### config.mk
export PLATFORM = sky130hd
export DESIGN_NAME = counting_semaphore_wait_queue
export DESIGN_NICKNAME = d
export VERILOG_FILES = /design/src/csq_pkg.sv /design/src/csq_queue_ram.sv /design/src/counting_semaphore_wait_queue.sv
export VERILOG_INCLUDE_DIRS = /design/src /design/src/src
export SDC_FILE = /design/constraint.sdc
export NUM_CORES = 1
export LEC_CHECK = 0
export ABC_AREA = 1
export BUFFER_PORTS_ARGS = -buffer_cell sky130_fd_sc_hd__buf_2
export CAP_MARGIN = 20
export CORE_UTILIZATION = 30
export DETAILED_ROUTE_END_ITERATION = 7
export PLACE_DENSITY = 0.56
export SYNTH_ARGS = -nofsm -noshare
export SYNTH_HDL_FRONTEND = slang
export SYNTH_SLANG_ARGS = --single-unit
export TNS_END_PERCENT = 100
### constraint.sdc
create_clock -name clock -period 3.41 [get_ports clock]
set_input_delay 0.5115 -clock clock [delete_from_list [all_inputs] [get_ports clock]]
set_output_delay 0.5115 -clock clock [all_outputs]
set_load 0.01 [all_outputs]
### src/assert_macros.svh
// -----------------------------------------------------------------------------
// Assertion macros
// Shared concurrent assertion forms used by the semaphore design.
// -----------------------------------------------------------------------------
`ifndef ASSERT_MACROS_SVH
`define ASSERT_MACROS_SVH

// The condition holds at every clock edge outside reset.
`define ASSERT_ALWAYS(label, clk, rst, cond) \
   label: assert property (@(posedge clk) disable iff (rst) (cond)) \
      else $error("invariant violated");

// The consequence holds in the cycle after the antecedent.
`define ASSERT_NEXT(label, clk, rst, ante, cons) \
   label: assert property (@(posedge clk) disable iff (rst) (ante) |=> (cons)) \
      else $error("next-cycle implication violated");

`endif

### src/csq_pkg.sv
// -----------------------------------------------------------------------------
// Counting semaphore package
// Operation and status codes, field widths and default sizes.
// -----------------------------------------------------------------------------
package csq_pkg;

   localparam int QUEUE_DEPTH = 16;
   localparam int ID_BITS     = 8;

   localparam int OP_W        = 2;
   localparam int STATUS_W    = 3;
   localparam int INIT_W      = 16;
   localparam int COUNT_W     = 18;
   localparam int COUNT_NOW_W = 17;
   localparam int COUNT_MAX   = 65535;

   typedef logic [OP_W-1:0]     op_type;
   typedef logic [STATUS_W-1:0] status_type;

   localparam op_type OP_WAIT      = 2'd0;
   localparam op_type OP_SIGNAL    = 2'd1;
   localparam op_type OP_SIGNAL_ID = 2'd2;
   localparam op_type OP_REOPEN    = 2'd3;

   localparam status_type ST_PROCEED   = 3'd0;
   localparam status_type ST_BLOCKED   = 3'd1;
   localparam status_type ST_RELEASED  = 3'd2;
   localparam status_type ST_NONE      = 3'd3;
   localparam status_type ST_DEAD      = 3'd4;
   localparam status_type ST_OVERFLOW  = 3'd5;
   localparam status_type ST_SATURATED = 3'd6;

endpackage

### src/csq_queue_ram.sv
// -----------------------------------------------------------------------------
// Wait queue memory
// Single write port, single read port memory with a registered read.
// -----------------------------------------------------------------------------
module csq_queue_ram #(
   parameter int  DEPTH  = csq_pkg::QUEUE_DEPTH,
   parameter int  WIDTH  = csq_pkg::ID_BITS,
   localparam int ADDR_W = $clog2(DEPTH)
) (
   input  logic              clock,
   input  logic              rd_en,
   input  logic [ADDR_W-1:0] rd_addr,
   output logic [WIDTH-1:0]  rd_data,
   input  logic              wr_en,
   input  logic [ADDR_W-1:0] wr_addr,
   input  logic [WIDTH-1:0]  wr_data
);

   logic [WIDTH-1:0] mem [DEPTH];
   logic [WIDTH-1:0] rd_data_ff;

   always_ff @(posedge clock) begin
      if (wr_en) begin
         mem[wr_addr] <= wr_data;
      end
   end

   always_ff @(posedge clock) begin
      if (rd_en) begin
         rd_data_ff <= mem[rd_addr];
      end
   end

   assign rd_data = rd_data_ff;

endmodule

### src/counting_semaphore_wait_queue.sv
// -----------------------------------------------------------------------------
// Counting semaphore with FIFO wait queue
// A wait, signal, named signal or reopen word goes in; one result word comes
// out per operation or per waiter a reopen frees, the last word of each marked.
// -----------------------------------------------------------------------------
// The blocked thread ids sit in a single-port-read memory kept in arrival order,
// and every operation is handled one at a time by a small sequencer. A wait, or
// a signal that releases nobody, is settled in the decide state.
// A signal that releases the oldest waiter, or a named signal, reads the queue
// one entry per cycle through the memory's read port to find the entry and then
// moves each younger entry down by one. A reopen streams one dead-release word
// per queued entry, one per cycle while the result side keeps up. A result word
// waits in an output register, and the sequencer stalls only when it needs to
// place a new word while the previous one has not been taken.
`include "assert_macros.svh"

module counting_semaphore_wait_queue #(
   parameter int QUEUE_DEPTH = csq_pkg::QUEUE_DEPTH,
   parameter int ID_BITS     = csq_pkg::ID_BITS
) (
   input  logic                                clock,
   input  logic                                reset,
   input  logic                                req_valid,
   output logic                                req_ready,
   input  csq_pkg::op_type                     req_op,
   input  logic [ID_BITS-1:0]                  req_thread_id,
   output logic                                rsp_valid,
   input  logic                                rsp_ready,
   output csq_pkg::status_type                 rsp_status,
   output logic [ID_BITS-1:0]                  rsp_released_id,
   output logic signed [csq_pkg::COUNT_NOW_W-1:0] rsp_count_now,
   output logic                                rsp_last,
   input  logic                                csr_valid,
   output logic                                csr_ready,
   input  logic [csq_pkg::INIT_W-1:0]          csr_init_value
);

   import csq_pkg::*;

   localparam int PTR_W = $clog2(QUEUE_DEPTH);
   localparam int CNT_W = $clog2(QUEUE_DEPTH + 1);

   localparam logic [2:0] S_IDLE   = 3'd0;
   localparam logic [2:0] S_DECIDE = 3'd1;
   localparam logic [2:0] S_SCAN   = 3'd2;
   localparam logic [2:0] S_SHIFT  = 3'd3;
   localparam logic [2:0] S_DONE   = 3'd4;
   localparam logic [2:0] S_DEAD   = 3'd5;

   logic [2:0]                state_ff, state_in;
   logic signed [COUNT_W-1:0] count_ff, count_in;
   logic [CNT_W-1:0]          occ_ff, occ_in;
   logic [PTR_W-1:0]          idx_ff, idx_in;
   logic [ID_BITS-1:0]        rel_ff, rel_in;
   op_type                    op_ff, op_in;
   logic [ID_BITS-1:0]        tid_ff, tid_in;
   logic [INIT_W-1:0]         init_ff;

   logic                      rsp_valid_ff;
   status_type                rsp_status_ff, st_in;
   logic [ID_BITS-1:0]        rsp_id_ff, id_in;
   logic [COUNT_NOW_W-1:0]    rsp_count_ff;
   logic                      rsp_last_ff, last_in;

   logic                      rd_en, wr_en;
   logic [PTR_W-1:0]          rd_addr, wr_addr;
   logic [ID_BITS-1:0]        rd_data, wr_data;

   logic                      emit, out_free, more, count_le0;
   logic [CNT_W-1:0]          idx_nx;
   logic signed [COUNT_W:0]   balance;

   csq_queue_ram #(
      .DEPTH (QUEUE_DEPTH),
      .WIDTH (ID_BITS)
   ) u_queue (
      .clock   (clock),
      .rd_en   (rd_en),
      .rd_addr (rd_addr),
      .rd_data (rd_data),
      .wr_en   (wr_en),
      .wr_addr (wr_addr),
      .wr_data (wr_data)
   );

   assign out_free  = !rsp_valid_ff || rsp_ready;
   assign idx_nx    = CNT_W'(idx_ff) + CNT_W'(1);
   assign more      = idx_nx < occ_ff;
   assign count_le0 = count_ff[COUNT_W-1] || (count_ff == '0);
   assign balance   = {count_ff[COUNT_W-1], count_ff} + (COUNT_W + 1)'(occ_ff);

   always_comb begin
      state_in = state_ff;
      count_in = count_ff;
      occ_in   = occ_ff;
      idx_in   = idx_ff;
      rel_in   = rel_ff;
      op_in    = op_ff;
      tid_in   = tid_ff;
      rd_en    = 1'b0;
      rd_addr  = idx_nx[PTR_W-1:0];
      wr_en    = 1'b0;
      wr_addr  = occ_ff[PTR_W-1:0];
      wr_data  = tid_ff;
      emit     = 1'b0;
      st_in    = ST_PROCEED;
      id_in    = '0;
      last_in  = 1'b1;
      unique case (state_ff)
         S_IDLE: begin
            if (req_valid) begin
               op_in    = req_op;
               tid_in   = req_thread_id;
               state_in = S_DECIDE;
            end
         end
         S_DECIDE: begin
            unique case (op_ff)
               OP_WAIT: begin
                  if (out_free) begin
                     emit     = 1'b1;
                     state_in = S_IDLE;
                     if (count_le0) begin
                        if (occ_ff == CNT_W'(QUEUE_DEPTH)) begin
                           st_in = ST_OVERFLOW;
                        end else begin
                           count_in = count_ff - COUNT_W'(1);
                           wr_en    = 1'b1;
                           occ_in   = occ_ff + CNT_W'(1);
                           st_in    = ST_BLOCKED;
                        end
                     end else begin
                        count_in = count_ff - COUNT_W'(1);
                        st_in    = ST_PROCEED;
                     end
                  end
               end
               OP_SIGNAL, OP_SIGNAL_ID: begin
                  if (count_ff == COUNT_W'(COUNT_MAX)) begin
                     if (out_free) begin
                        emit     = 1'b1;
                        st_in    = ST_SATURATED;
                        state_in = S_IDLE;
                     end
                  end else if ((occ_ff != '0) &&
                               ((op_ff == OP_SIGNAL_ID) || count_ff[COUNT_W-1])) begin
                     count_in = count_ff + COUNT_W'(1);
                     rd_en    = 1'b1;
                     rd_addr  = '0;
                     idx_in   = '0;
                     state_in = S_SCAN;
                  end else if (out_free) begin
                     count_in = count_ff + COUNT_W'(1);
                     emit     = 1'b1;
                     st_in    = ST_NONE;
                     state_in = S_IDLE;
                  end
               end
               OP_REOPEN: begin
                  count_in = {{(COUNT_W - INIT_W){1'b0}}, init_ff};
                  if (occ_ff != '0) begin
                     rd_en    = 1'b1;
                     rd_addr  = '0;
                     idx_in   = '0;
                     state_in = S_DEAD;
                  end else if (out_free) begin
                     emit     = 1'b1;
                     st_in    = ST_NONE;
                     state_in = S_IDLE;
                  end
               end
               default: state_in = S_IDLE;
            endcase
         end
         S_SCAN: begin
            if ((op_ff == OP_SIGNAL) || (rd_data == tid_ff)) begin
               rel_in = rd_data;
               if (more) begin
                  rd_en    = 1'b1;
                  idx_in   = idx_nx[PTR_W-1:0];
                  state_in = S_SHIFT;
               end else begin
                  state_in = S_DONE;
               end
            end else if (more) begin
               rd_en  = 1'b1;
               idx_in = idx_nx[PTR_W-1:0];
            end else if (out_free) begin
               emit     = 1'b1;
               st_in    = ST_NONE;
               state_in = S_IDLE;
            end
         end
         S_SHIFT: begin
            wr_en   = 1'b1;
            wr_addr = idx_ff - PTR_W'(1);
            wr_data = rd_data;
            if (more) begin
               rd_en  = 1'b1;
               idx_in = idx_nx[PTR_W-1:0];
            end else begin
               state_in = S_DONE;
            end
         end
         S_DONE: begin
            if (out_free) begin
               emit     = 1'b1;
               st_in    = ST_RELEASED;
               id_in    = rel_ff;
               occ_in   = occ_ff - CNT_W'(1);
               state_in = S_IDLE;
            end
         end
         S_DEAD: begin
            if (out_free) begin
               emit    = 1'b1;
               st_in   = ST_DEAD;
               id_in   = rd_data;
               last_in = !more;
               if (more) begin
                  rd_en  = 1'b1;
                  idx_in = idx_nx[PTR_W-1:0];
               end else begin
                  occ_in   = '0;
                  state_in = S_IDLE;
               end
            end
         end
         default: state_in = S_IDLE;
      endcase
   end

   always_ff @(posedge clock) begin
      if (reset) begin
         state_ff     <= S_IDLE;
         count_ff     <= '0;
         occ_ff       <= '0;
         init_ff      <= '0;
         rsp_valid_ff <= 1'b0;
      end else begin
         state_ff <= state_in;
         count_ff <= count_in;
         occ_ff   <= occ_in;
         if (csr_valid) begin
            init_ff <= csr_init_value;
         end
         if (emit) begin
            rsp_valid_ff <= 1'b1;
         end else if (rsp_ready) begin
            rsp_valid_ff <= 1'b0;
         end
      end
   end

   always_ff @(posedge clock) begin
      idx_ff <= idx_in;
      rel_ff <= rel_in;
      op_ff  <= op_in;
      tid_ff <= tid_in;
      if (emit) begin
         rsp_status_ff <= st_in;
         rsp_id_ff     <= id_in;
         rsp_count_ff  <= count_in[COUNT_NOW_W-1:0];
         rsp_last_ff   <= last_in;
      end
   end

   assign req_ready       = (state_ff == S_IDLE);
   assign csr_ready       = 1'b1;
   assign rsp_valid       = rsp_valid_ff;
   assign rsp_status      = rsp_status_ff;
   assign rsp_released_id = rsp_id_ff;
   assign rsp_count_now   = rsp_count_ff;
   assign rsp_last        = rsp_last_ff;

   `ASSERT_ALWAYS(a_occ_bound, clock, reset, occ_ff <= CNT_W'(QUEUE_DEPTH))
   `ASSERT_ALWAYS(a_count_covers_queue, clock, reset, !balance[COUNT_W])
   `ASSERT_NEXT(a_block_grows_queue, clock, reset, emit && (st_in == ST_BLOCKED), occ_ff == CNT_W'($past(occ_ff) + CNT_W'(1)))

endmodule
-- Word level (Yosys, flattened, before mapping)
Memories as Yosys holds them, arrays and structs flattened. A register that Yosys moved wholly into a read port is not among the register bits.
Index checks and enable logic that the tools add are counted.
- add/subtract/negate cells: 6
- order comparisons: 1
- equality and inequality tests: 29
- mux-type cells: 84
- reduce and logical (&&, ||, !) cells: 24
- operators by type and width (cell ; count):
    18-bit two-way mux ; 6
    18-bit one-hot mux with 3 select lines ; 1
    3-bit two-way mux ; 17
    4-bit two-way mux ; 10
    5-bit two-way mux ; 7
    8-bit two-way mux ; 3
    2-bit inequality test (second input constant) ; 10
    1-bit two-way mux ; 19
    18-bit by 2-bit adder with 18-bit output (second input constant) ; 1
    18-bit by 17-bit == test with 1-bit output (second input constant) ; 1
    18-bit logical NOT ; 1
    3-bit inequality test (second input constant) ; 6
    3-bit one-hot mux with 3 select lines ; 2
    3-bit one-hot mux with 6 select lines ; 1
    18-bit by 2-bit subtractor with 18-bit output (second input constant) ; 1
    17-bit two-way mux ; 1
    4-bit one-hot mux with 2 select lines ; 2
    8-bit one-hot mux with 2 select lines ; 1
    5-bit one-hot mux with 3 select lines ; 1
    2-bit two-way mux ; 6
    3-bit one-hot mux with 4 select lines ; 1
    4-bit one-hot mux with 3 select lines ; 1
    5-bit AND reduction ; 2
    1-bit one-hot mux with 3 select lines ; 3
    other kinds (27) ; 40
- register bits after elaboration: 94
- bits in writable memories: 128
- bits of input ports: 31
- output and inout bits: 32
- logic and storage cells: 159
- memories: 1
- memory list (name ; words ; width ; rd ports ; clocked after memory_dff ; wr ports ; RTL line ; source):
    u_queue.mem ; 16 ; 8 ; 1 ; 1 ; 1 ; csq_queue_ram.sv:19 ; logic [WIDTH-1:0] mem [DEPTH];

-- Logic depth before layout (Yosys ltp)
Gate-level depths: netlist (run 1).
- depth after elaboration: 8
- gate-level depth with buffers: 18
- gate-level depth less buffers: 16

-- Cells and area by module
From an unflattened synthesis (run 1), not the netlist that was laid out.
- cells, all modules: 1338
- area, all modules: 11671.2 µm²
- by module, submodules not included (module ; times used ; cells each ; area an instance (µm²) ; seq. area each (µm²)):
    csq_queue_ram ; 1 ; 553 ; 5851.9 ; 4083.9
    counting_semaphore_wait_queue ; 1 ; 785 ; 5819.3 ; 2392.3

-- Worst setup path before layout (run 1)
OpenSTA, ideal clock, no wires.
- kind: register to register
- start: register idx_ff[0]
- end: register rsp_count_ff[0], in the netlist rsp_count_now[0] (enable)
- setup time: 540 ps
- arrival time: 2996 ps
- data required time: 2870 ps
- setup slack: -127 ps
- stages on the path, launching flop included: 13
- buffers on the path: 3
- period minus slack after synthesis: 3537 ps
- cell sequence: edfxtp_1 -> clkbuf_1 -> inv_1 -> clkbuf_1 -> clkbuf_1 -> ha_1 -> ha_1 -> nand2_1 -> inv_1 -> o21ai_0 -> nand3_1 -> nand3_1 -> o211ai_1
- word-level cells in the longest chain between the ends: 5
- RTL lines (item ; RTL line ; source):
    start, declared ; counting_semaphore_wait_queue.sv:53 ; logic [PTR_W-1:0] idx_ff, idx_in;
    start signal, assigned ; counting_semaphore_wait_queue.sv:256 ; idx_ff <= idx_in;
    4-bit by 1-bit adder with 5-bit output ; counting_semaphore_wait_queue.sv:87 ; assign idx_nx = CNT_W'(idx_ff) + CNT_W'(1);
    5-bit < comparator ; counting_semaphore_wait_queue.sv:88 ; assign more = idx_nx < occ_ff;
    1-bit two-way mux ; counting_semaphore_wait_queue.sv:185 ; end else if (more) begin
    1-bit two-way mux ; counting_semaphore_wait_queue.sv:176 ; if ((op_ff == OP_SIGNAL) || (rd_data == tid_ff)) begin
    1-bit one-hot mux with 3 select lines ; counting_semaphore_wait_queue.sv:109 ; unique case (state_ff)
    named net emit ; counting_semaphore_wait_queue.sv:69 ; logic emit, out_free, more, count_le0;
    end signal, assigned ; counting_semaphore_wait_queue.sv:263 ; rsp_count_ff <= count_in[COUNT_NOW_W-1:0];
    end, declared ; counting_semaphore_wait_queue.sv:62 ; logic [COUNT_NOW_W-1:0] rsp_count_ff;
The timed path passes the listed nets, and every way through them passes these cells.
A chain may end at the register's enable or synchronous reset.

-- Worst setup path in the final report (run 1)
- start: register count_ff[0]
- end: register u_queue.rd_data_ff[1], in the netlist u_queue.rd_data[1] (read register of u_queue.mem), data pin
- word-level cells in the longest chain between the ends: 4
- elaborated cells between the ends (all ways): 7
- those cells by class: eq/ne (1); mux (6)
- RTL lines (item ; RTL line ; source):
    start, declared ; counting_semaphore_wait_queue.sv:51 ; logic signed [COUNT_W-1:0] count_ff, count_in;
    start signal, assigned ; counting_semaphore_wait_queue.sv:242 ; count_ff <= count_in;
    18-bit by 17-bit == test with 1-bit output (*) ; counting_semaphore_wait_queue.sv:139 ; if (count_ff == COUNT_W'(COUNT_MAX)) begin
    1-bit two-way mux or 4-bit two-way mux (tied branches) ; counting_semaphore_wait_queue.sv:139 ;
    1-bit one-hot mux with 2 select lines or 4-bit one-hot mux with 2 select lines (tied branches) ; counting_semaphore_wait_queue.sv:118 ; unique case (op_ff)
    1-bit one-hot mux with 3 select lines or 4-bit two-way mux (tied branches) ; counting_semaphore_wait_queue.sv:109 ;
    end, declared ; csq_queue_ram.sv:20 ; logic [WIDTH-1:0] rd_data_ff;
Mark *: on every way between the ends. The rest lies on a longest branch, timed or not.

==> results.yml, run 1 <==
logic_synthesis:
  ys_async_sr_fraction_pct: 0
  avgSynthCellArea_sq_um: 9.04
  synthCells: 1275
  synth.distinct_cells: 43
  ys_seq_area_share_pct: 56.2
  yosys_most_used_dff: "edfxtp_1"
  syn-num-nets: 1323
  netlist_area_sq_um: 11500
  yosys-top-cells-area: "edfxtp_1, nand3_1, nand2_1, dfxtp_1, inv_1"
  synth_edf_count: 187
  yosysWarnings: 0
  yosysMostFrequentCell: "nand2_1"
  synth_top_cell_by_area: "edfxtp_1"
  synth_top_area_share_pct: 48.7
  synth.ff_latch_count: 230
  synth_common_cells: "nand2_1, edfxtp_1, nand3_1, inv_1, nor2_1"
run_status:
  status: "finished clean"
critical_path:
  crit_start: "count_ff[0]"
  cp-end-kind: "flip-flop"
  endpoint: "u_queue.rd_data[1]"
  critical_path.max_fanout: 34
  r2r-end: "u_queue.rd_data[1]"
  r2r_cells: 13
  worstPathArrival_ps: 3370
  critPathKind: "reg -> reg"
  cp-start-kind: "flip-flop"
  reg2reg_setup_slack_ps: 470
  r2r_start: "count_ff[0]"
  required_ps: 3840
sta:
  finClkSkew_ps: 27.8
  finalHoldViolCount: 0
  setup_viol: 0
  hold_ws_ps: 124
  fmax_mhz: 340
  fin_setup_tns_ps: 0
  rsz0062_at_grt: "no"
  layout_min_cycle_time_ps: 2940
  slew_headroom_pct: 35.4
  finalCritPeriodShare_pct: 86.1
  slew_viol_final: 0
  worst_slew_pin_slew_ps: 962
route:
  post_drt_wl_per_cell_um: 17.0
  vias_per_cell: 4.86
  vias: 9156
  drt-initial-drc-count: 701
  wirelength_um: 32000
  drt_pass1_iterations: 5
  drcViolationCount: 0
  ant_nets: 0
clocking:
  numCtsBuffers: 26
  hold_buffers: 0
  cts_setup_buffers: 0
  cts.clk_slew.worst_paths_ps: 60
  clock_path_buffers: 3
  htree_levels: 1
  cts_tree: "done"
  clk_latency_ps: 560
  cts.sinks: 230
  cts_resized: 0
  cts_root_buf: "clkbuf_16"
power:
  power_frac_seq_pct: 44.3
  p_switching_w: 0.00223
  p_clk_share_pct: 36.0
  power_density_nw_per_um2: 555
  intPower_w: 0.00518
  ir_drop_mv: 0.345
  total_power_w: 0.00741
  p_sw_share_pct: 30.1
  combPwrFrac_pct: 19.7
  leakage_nw: 5.50
grt:
  grt_usage_pct: 16.4
  grt_pass1_wl_um: 49700
  grt_pass1_vias: 8626
  gr-total-overflow: 0
  antenna_found_initial: 0
  grt_max_degree: 75
floorplanning:
  start_util_pct: 30.5
  die_h_um: 198
  io_pins: 63
  rows: 71
  die_w_um: 198
  coreArea_sq_um: 37800
  die_area_sq_um: 39200
final_layout:
  nets: 1402
  drive_above_1_share_pct: 15.6
  diodes: 0
  area_growth_pct: 15.9
  final_area_sq_um: 13400
  multi_input_area_sq_um: 4150
  finalNonFillerCells: 1883
  seq_area_sq_um: 6480
  fillerInstances: 3878
run:
  drv_cap: 0
placement:
  hpwlAfterDp_um: 22300
  port_buffers: 61
  place.gp.congestion: 0.924
  dpl.cell_count: 1836
  dpl_cell_area_sq_um: 12500
worst_hold_path:
  hp-class: "in -> reg"
## layout by cell type, fill, tap and decap left out, drive strengths merged, types with 3 or more instances in the layout
| cell type | n |
|---|---|
| a211oi | 4 |
| buf | 106 |
| o21ai | 80 |
| ha | 16 |
| a22oi | 3 |
| nand4 | 8 |
| nand2 | 242 |
| nand3b | 20 |
| nor2 | 143 |
| nand3 | 182 |
| o2111ai | 24 |
| xor2 | 9 |
| a21boi | 3 |
| clkinv | 11 |
| clkbuf | 36 |
| edfxtp | 187 |
| inv | 166 |
| xnor2 | 6 |
| a21oi | 34 |
| o211ai | 5 |
| nor3 | 9 |
| dfxtp | 43 |
| or2 | 27 |
## per-stage QoR
step	setup WS, ps	util (%)
final	472	35.4
after global routing	167	35.4
after CTS	453	35.4
after detailed placement	471	33.2
after global placement	522	33.2
after floorplan	5.65	-
## area by class of cell
cell class / count / area share (%)
repair buffers: 106 / 4.93
well taps: 511 / 4.79
flip-flops and latches: 230 / 48.5
inverters: 168 / 4.72
clock buffers: 36 / 5.30
multi-input cells: 822 / 31.1
clock inverters: 10 / 0.740
## metal layers
layer  wire, um  GRT usage (%)  vias up
met1      14600           22.5     4417
met5          0              0        -
li1           -              -     4451
met4        529           3.73        0
met2      15000           26.9      246
met3       1820           2.81       42
## power by group through the flow
stage          Clock, W  Sequential (W)  Combinational (W)
2_1_floorplan         0         0.00333            0.00100
3_3_place_gp          0         0.00334            0.00144
3_5_place_dp          0         0.00334            0.00145
4_1_cts         0.00274         0.00328            0.00146
5_1_grt         0.00283         0.00330            0.00164
6_report        0.00266         0.00328            0.00146
## worst max-delay path, stage by stage (launching register included)
cell	delay, ps
dfxtp_1	430
ha_1	200
nand2_1	80
nor2_2	140
nand3_2	140
o21ai_2	200
nand2_2	110
nand2_4	380
nand2_2	510
nand2_1	210
nand3_1	110
nand3_1	100
nand3_1	120
nand2_1	80
## how the worst min path moves through the flow
stage,start,endpoint,slack [ps],cells after the start
global route,req_thread_id[4],tid_ff[4],110,1
detailed placement,init_ff[5],init_ff[5],490,2
global placement,init_ff[5],init_ff[5],490,2
floorplan,u_queue.rd_data[2],rel_ff[2],430,0
CTS,req_thread_id[3],tid_ff[3],110,1
finish,req_thread_id[3],tid_ff[3],120,1
## registers in the layout, indices dropped and copies added, names as in the netlist, 2 cells and up
name	flops
state_ff	3
init_ff	16
idx_ff	4
u_queue.mem	128
rel_ff	8
op_ff	2
rsp_count_now	17
occ_ff	5
rsp_status	3
tid_ff	8
rsp_released_id	8
count_ff	18
u_queue.rd_data	8
## cell families after synthesis
| logic type | share of synthesized area (%) |
|---|---|
| simple gates | 24.8 |
| buf+inv | 7.93 |
| fa+ha+maj | 1.91 |
| xor+xnor | 1.14 |
| other cells | 0.0325 |
| compound gates | 8.05 |
| flops | 56.2 |
No activity file was read; power rests on OpenSTA's default activity.
==> run 2, diff against run 1 <==
--- a/config.mk
+++ b/config.mk
@@ -11,7 +11,7 @@
 export CAP_MARGIN = 20
 export CORE_UTILIZATION = 30
 export DETAILED_ROUTE_END_ITERATION = 7
-export PLACE_DENSITY = 0.56
+export PLACE_DENSITY_LB_ADDON = 0.1
 export SYNTH_ARGS = -nofsm -noshare
 export SYNTH_HDL_FRONTEND = slang
 export SYNTH_SLANG_ARGS = --single-unit
==> results.yml, run 2 (synthesized netlist as in run 1, its figures left out) <==
sta:
  slew_headroom_pct: 43.8
  setup_viol: 0
  finalCritPeriodShare_pct: 82.8
  fmax_mhz: 354
  slew_viol_final: 0
  finalHoldViolCount: 0
  hold_ws_ps: 122
  finClkSkew_ps: 9.36
  rsz0062_at_grt: "no"
  layout_min_cycle_time_ps: 2820
  fin_setup_tns_ps: 0
  setup_ws_ps: 588
  worst_slew_pin_slew_ps: 844
power:
  p_switching_w: 0.00234
  leakage_nw: 5.56
  power_density_nw_per_um2: 583
  p_sw_share_pct: 29.7
  intPower_w: 0.00553
  total_power_w: 0.00786
  combPwrFrac_pct: 19.0
  power_frac_seq_pct: 41.8
  p_clk_share_pct: 39.2
  ir_drop_mv: 0.414
clocking:
  clock_path_buffers: 3
  cts.clk_slew.worst_paths_ps: 60
  cts_tree: "done"
  cts.sinks: 230
  clk_latency_ps: 570
  cts_resized: 0
  htree_levels: 1
  cts_setup_buffers: 0
  numCtsBuffers: 28
  hold_buffers: 0
  cts_root_buf: "clkbuf_16"
critical_path:
  cpPeakStageDelay_ps: 440
  critical_path.max_fanout: 10
  crit_chain: "ha_1, xor2_1, ha_1, nand2_1, inv_1, o21ai_0, nand3_1, inv_1, o21ai_1, nand3b_1, o21ai_0, a21oi_1"
  worstPathArrival_ps: 3270
  r2r-end: "occ_ff[3]"
  cp-start-kind: "flip-flop"
  reg2reg_setup_slack_ps: 590
  critPathKind: "reg -> reg"
  crit_family: "simple AND/OR/NAND/NOR gates"
  cp-end-kind: "flip-flop"
  r2r_start: "idx_ff[0]"
  r2r_cells: 12
  crit_path_top_delay_cell: "edfxtp_1"
  required_ps: 3850
  cp_num_buf_inv: 2
floorplanning:
  die_h_um: 198
  die_w_um: 198
  coreArea_sq_um: 37800
  rows: 71
  start_util_pct: 30.5
  io_pins: 63
  die_area_sq_um: 39200
placement:
  place.gp.congestion: 0.828
  port_buffers: 61
  place_ws_ps: 590
  hpwlAfterDp_um: 23200
  dpl_cell_area_sq_um: 12500
final_layout:
  final_cell_mix: "nand2_1, edfxtp_1, nand3_1"
  fillerInstances: 3929
  final_common_cell: "nand2_1"
  nets: 1403
  top_register: "u_queue.mem"
  largest_register_ffs: 128
  final_area_sq_um: 13500
  diodes: 0
  area_growth_pct: 17.0
  drive_above_1_share_pct: 15.7
worst_hold_path:
  whs_endpoint: "tid_ff[4]"
  hp-class: "in -> reg"
  hp-start: "req_thread_id[4]"
  hold_depth: 1
grt:
  grt_max_degree: 76
  grt_usage_pct: 17.7
  grt_pass1_vias: 8532
  grt_pass1_wl_um: 52200
  antenna_found_initial: 0
  gr-total-overflow: 0
route:
  drcViolationCount: 0
  vias: 9012
  vias_per_cell: 4.78
  post_drt_wl_per_cell_um: 18.1
  ant_nets: 0
  drt_pass1_iterations: 5
  wirelength_um: 34100
  drt-initial-drc-count: 518
run:
  drv_cap: 0
run_status:
  status: "finished clean"
## run 2: changes by cell type in the layout (fill, tap and decap cells not counted), sizes merged
cell,delta
buf,-1
clkinv,+1
bufinv,+3
clkbuf,+1
## run 2: metal layers
| metal | GRT usage [%] | part of all wire, % |
|---|---|---|
| met1 | 25.3 | 48 |
| met2 | 28.3 | 46 |
| met3 | 2.27 | 4.1 |
| met4 | 3.82 | 1.8 |
| met5 | 0 | 0 |
## run 2: layout make-up
class                   count  area [sq um]  area share, %
multi-input cells         822          4140           30.7
inverters                 168           631           4.67
clock inverters            14           194           1.44
well taps                 511           639           4.74
repair buffers            105           648           4.80
clock buffers              37           764           5.67
flip-flops and latches    230          6480           48.0
## run 2: power by group through the flow
stage	Clock, W	Combinational [W]	Sequential [W]
2_1_floorplan	0	0.00100	0.00333
3_3_place_gp	0	0.00150	0.00335
3_5_place_dp	0	0.00150	0.00335
4_1_cts	0.00316	0.00150	0.00329
5_1_grt	0.00327	0.00169	0.00330
6_report	0.00308	0.00149	0.00329
## run 2: metrics by stage
step	std cells	util [%]
global placement	1835	33.2
floorplan	1275	-
global route	1887	35.7
finish	1887	35.7
CTS	1886	35.7
detailed placement	1835	33.2
## run 2: worst max-delay path by stage
stage	endpoint	slack, ps	from	cells after the start
2_1_floorplan	rsp_count_now[0]	6	idx_ff[0]	12
6_report	occ_ff[3]	590	idx_ff[0]	12
5_1_grt	occ_ff[0]	310	idx_ff[2]	12
4_1_cts	occ_ff[3]	580	idx_ff[0]	12
3_3_place_gp	u_queue.rd_data[6]	630	occ_ff[1]	14
3_5_place_dp	occ_ff[3]	590	idx_ff[0]	12
==> run 3, diff against run 2 <==
--- a/config.mk
+++ b/config.mk
@@ -6,7 +6,7 @@
 export SDC_FILE = /design/constraint.sdc
 export NUM_CORES = 1
 export LEC_CHECK = 0
-export ABC_AREA = 1
+export ABC_AREA = 0
 export BUFFER_PORTS_ARGS = -buffer_cell sky130_fd_sc_hd__buf_2
 export CAP_MARGIN = 20
 export CORE_UTILIZATION = 30
==> constraint.sdc (replaced) <==
create_clock -name clock -period 2.9 [get_ports clock]
set_input_delay 0.435 -clock clock [delete_from_list [all_inputs] [get_ports clock]]
set_output_delay 0.435 -clock clock [all_outputs]
set_load 0.01 [all_outputs]
==> results.yml, run 3 <==
final_layout:
  final_cell_mix: "edfxtp_1, buf_4, nand2_1"
  drive_above_1_share_pct: 22.5
  nets: 1104
  diodes: 0
  final_common_cell: "edfxtp_1"
  largest_register_ffs: 128
  top_register: "u_queue.mem"
  area_growth_pct: 21.9
logic_synthesis:
  yosysWarnings: 0
  netlist_area_sq_um: 11000
  synth_edf_count: 187
  synth_common_cells: "edfxtp_1, nand2_1, nor2_1, clkbuf_1, a21oi_1"
  ys_async_sr_fraction_pct: 0
  synth.ff_latch_count: 230
  avgSynthCellArea_sq_um: 11.8
  yosys-top-cells-area: "edfxtp_1, dfxtp_1, mux4_2, mux2i_1, nand2_1"
  yosysMostFrequentCell: "edfxtp_1"
  yosys_most_used_dff: "edfxtp_1"
  synth.distinct_cells: 72
  syn-num-nets: 981
  synth_top_area_share_pct: 50.9
  synthCells: 933
  synth_top_cell_by_area: "edfxtp_1"
  ys_seq_area_share_pct: 58.7
grt:
  antenna_found_initial: 0
  grt_usage_pct: 17.0
  gr-total-overflow: 0
  grt_pass1_vias: 7862
  grt_pass1_wl_um: 48900
  grt_max_degree: 38
critical_path:
  crit_path_top_delay_cell: "or4_1"
  critPathKind: "reg -> reg"
  cp-start-kind: "flip-flop"
  required_ps: 3170
  crit_family: "simple AND/OR/NAND/NOR gates"
  worstPathArrival_ps: 2980
  critical_path.max_fanout: 8
  crit_chain: "or4_1, and4b_1, o22ai_1, o31ai_2, buf_4, nand3_1, nor2_1, buf_4"
  cp_num_buf_inv: 2
  cpPeakStageDelay_ps: 630
  crit_path_frequent_cell: "buf_4"
  cp-end-kind: "flip-flop"
floorplanning:
  start_util_pct: 30.8
  coreArea_sq_um: 35800
  die_area_sq_um: 37500
  rows: 69
  die_w_um: 194
  die_h_um: 194
  io_pins: 63
power:
  total_power_w: 0.00852
  ir_drop_mv: 0.410
  leakage_nw: 4.88
  power_density_nw_per_um2: 634
placement:
  place.gp.congestion: 0.843
  place_ws_ps: 131
  port_buffers: 61
  hpwlAfterDp_um: 22400
sta:
  rsz0062_at_grt: "no"
  finClkSkew_ps: 8.71
  layout_min_cycle_time_ps: 2710
  setup_ws_ps: 187
  slew_viol_final: 0
  setup_viol: 0
  finalHoldViolCount: 0
  finalCritPeriodShare_pct: 93.5
  fmax_mhz: 369
  worst_slew_pin_slew_ps: 758
  slew_headroom_pct: 49.5
  fin_setup_tns_ps: 0
clocking:
  cts.clk_slew.worst_paths_ps: 60
  clock_path_buffers: 3
  cts.sinks: 230
  htree_levels: 1
  cts_tree: "done"
  clk_latency_ps: 560
  numCtsBuffers: 27
  cts_root_buf: "clkbuf_16"
route:
  wl_met3_um: 1300
  wirelength_um: 31600
  top_layer: "met4"
  post_drt_wl_per_cell_um: 20.5
  drt_pass1_iterations: 4
  vias_per_cell: 5.15
  met2WireLength_um: 14400
  drt-initial-drc-count: 454
  vias: 7911
  drcViolationCount: 0
  wl_met1_um: 15200
  ant_nets: 0
run:
  drv_cap: 0
worst_hold_path:
  hp-class: "in -> reg"
run_status:
  status: "finished clean"
[run 3: changes by cell type in the layout (fill, tap and decap cells not counted), moves of 19 or more]
cell       change
o21ai_1       -20
nand3b_1      -19
nand3_1      -159
buf_4         +49
inv_1        -128
or2_2         -24
nor2_1        -64
mux2i_1       +34
o2111ai_1     -24
o21ai_0       -25
nand2_1      -142
[run 3: layer usage]
layer	vias to the layer above	GRT usage, %
met5	-	0
met2	158	26.7
li1	3832	-
met1	3878	24.3
met3	43	2.73
met4	0	4.09
[run 3: area by class of cell]
cell class | count | area, sq um
tap | 461 | 577
clock inverter | 13 | 180
clock buffer | 36 | 749
sequential | 230 | 6480
fill | 3468 | 22400
timing repair buffer | 160 | 1140
multi-input combinational | 617 | 4250
inverter | 20 | 75.1
[run 3: per-stage QoR]
stage | hold WS (ps) | cell area (sq um) | util (%) | std cells
4_1_cts | 17.2 | 13400 | 37.5 | 1536
5_1_grt | 20.4 | 13400 | 37.5 | 1537
3_3_place_gp | 483 | 12500 | 34.9 | 1487
3_5_place_dp | 490 | 12500 | 34.9 | 1487
6_report | 47.7 | 13400 | 37.5 | 1537
2_1_floorplan | 452 | 11100 | - | 933
[run 3: path summary, 6_finish.rpt]
kind	slack, ps	endpoint	startpoint	cells past startpoint
worst min register to register	500	init_ff[0]	init_ff[0]	2
worst min-delay path	50	tid_ff[2]	req_thread_id[2]	1
worst max register to register	190	u_queue.mem[12][3]	count_ff[12]	8
worst max-delay path	190	u_queue.mem[12][3]	count_ff[12]	8
[run 3: kinds of logic after synthesis]
| logic type | synth area share [%] |
|---|---|
| AND/OR/NAND/NOR | 14.3 |
| multiplexers | 6.66 |
| AO/OA/AOI/OAI | 13.2 |
| buffers and inverters | 3.15 |
| XOR/XNOR | 1.91 |
| other | 0.0340 |
| flip-flops | 58.7 |
| adder cells (fa/ha/maj) | 2.00 |
[run 3: timing repair]
item	in CTS	in global routing
hold buffers	0	0
gates resized for setup	0	5
setup endpoints to repair	0	96
buffers inserted	0	1
[run 3: worst register-to-register path: cells and delay by family, from the launching register on]
kind            cells  cell delay [ps]
buf+inv             2              390
simple gates        4             1330
compound gates      2              390
flops               1              310
[run 3: report_power, final]
| group | internal [W] | switching, W | total [W] |
|---|---|---|---|
| Clock | 0.00217 | 0.00137 | 0.00354 |
| Combinational | 0.000456 | 0.000739 | 0.00120 |
| Sequential | 0.00371 | 0.0000694 | 0.00378 |
| Total | 0.00634 | 0.00218 | 0.00852 |
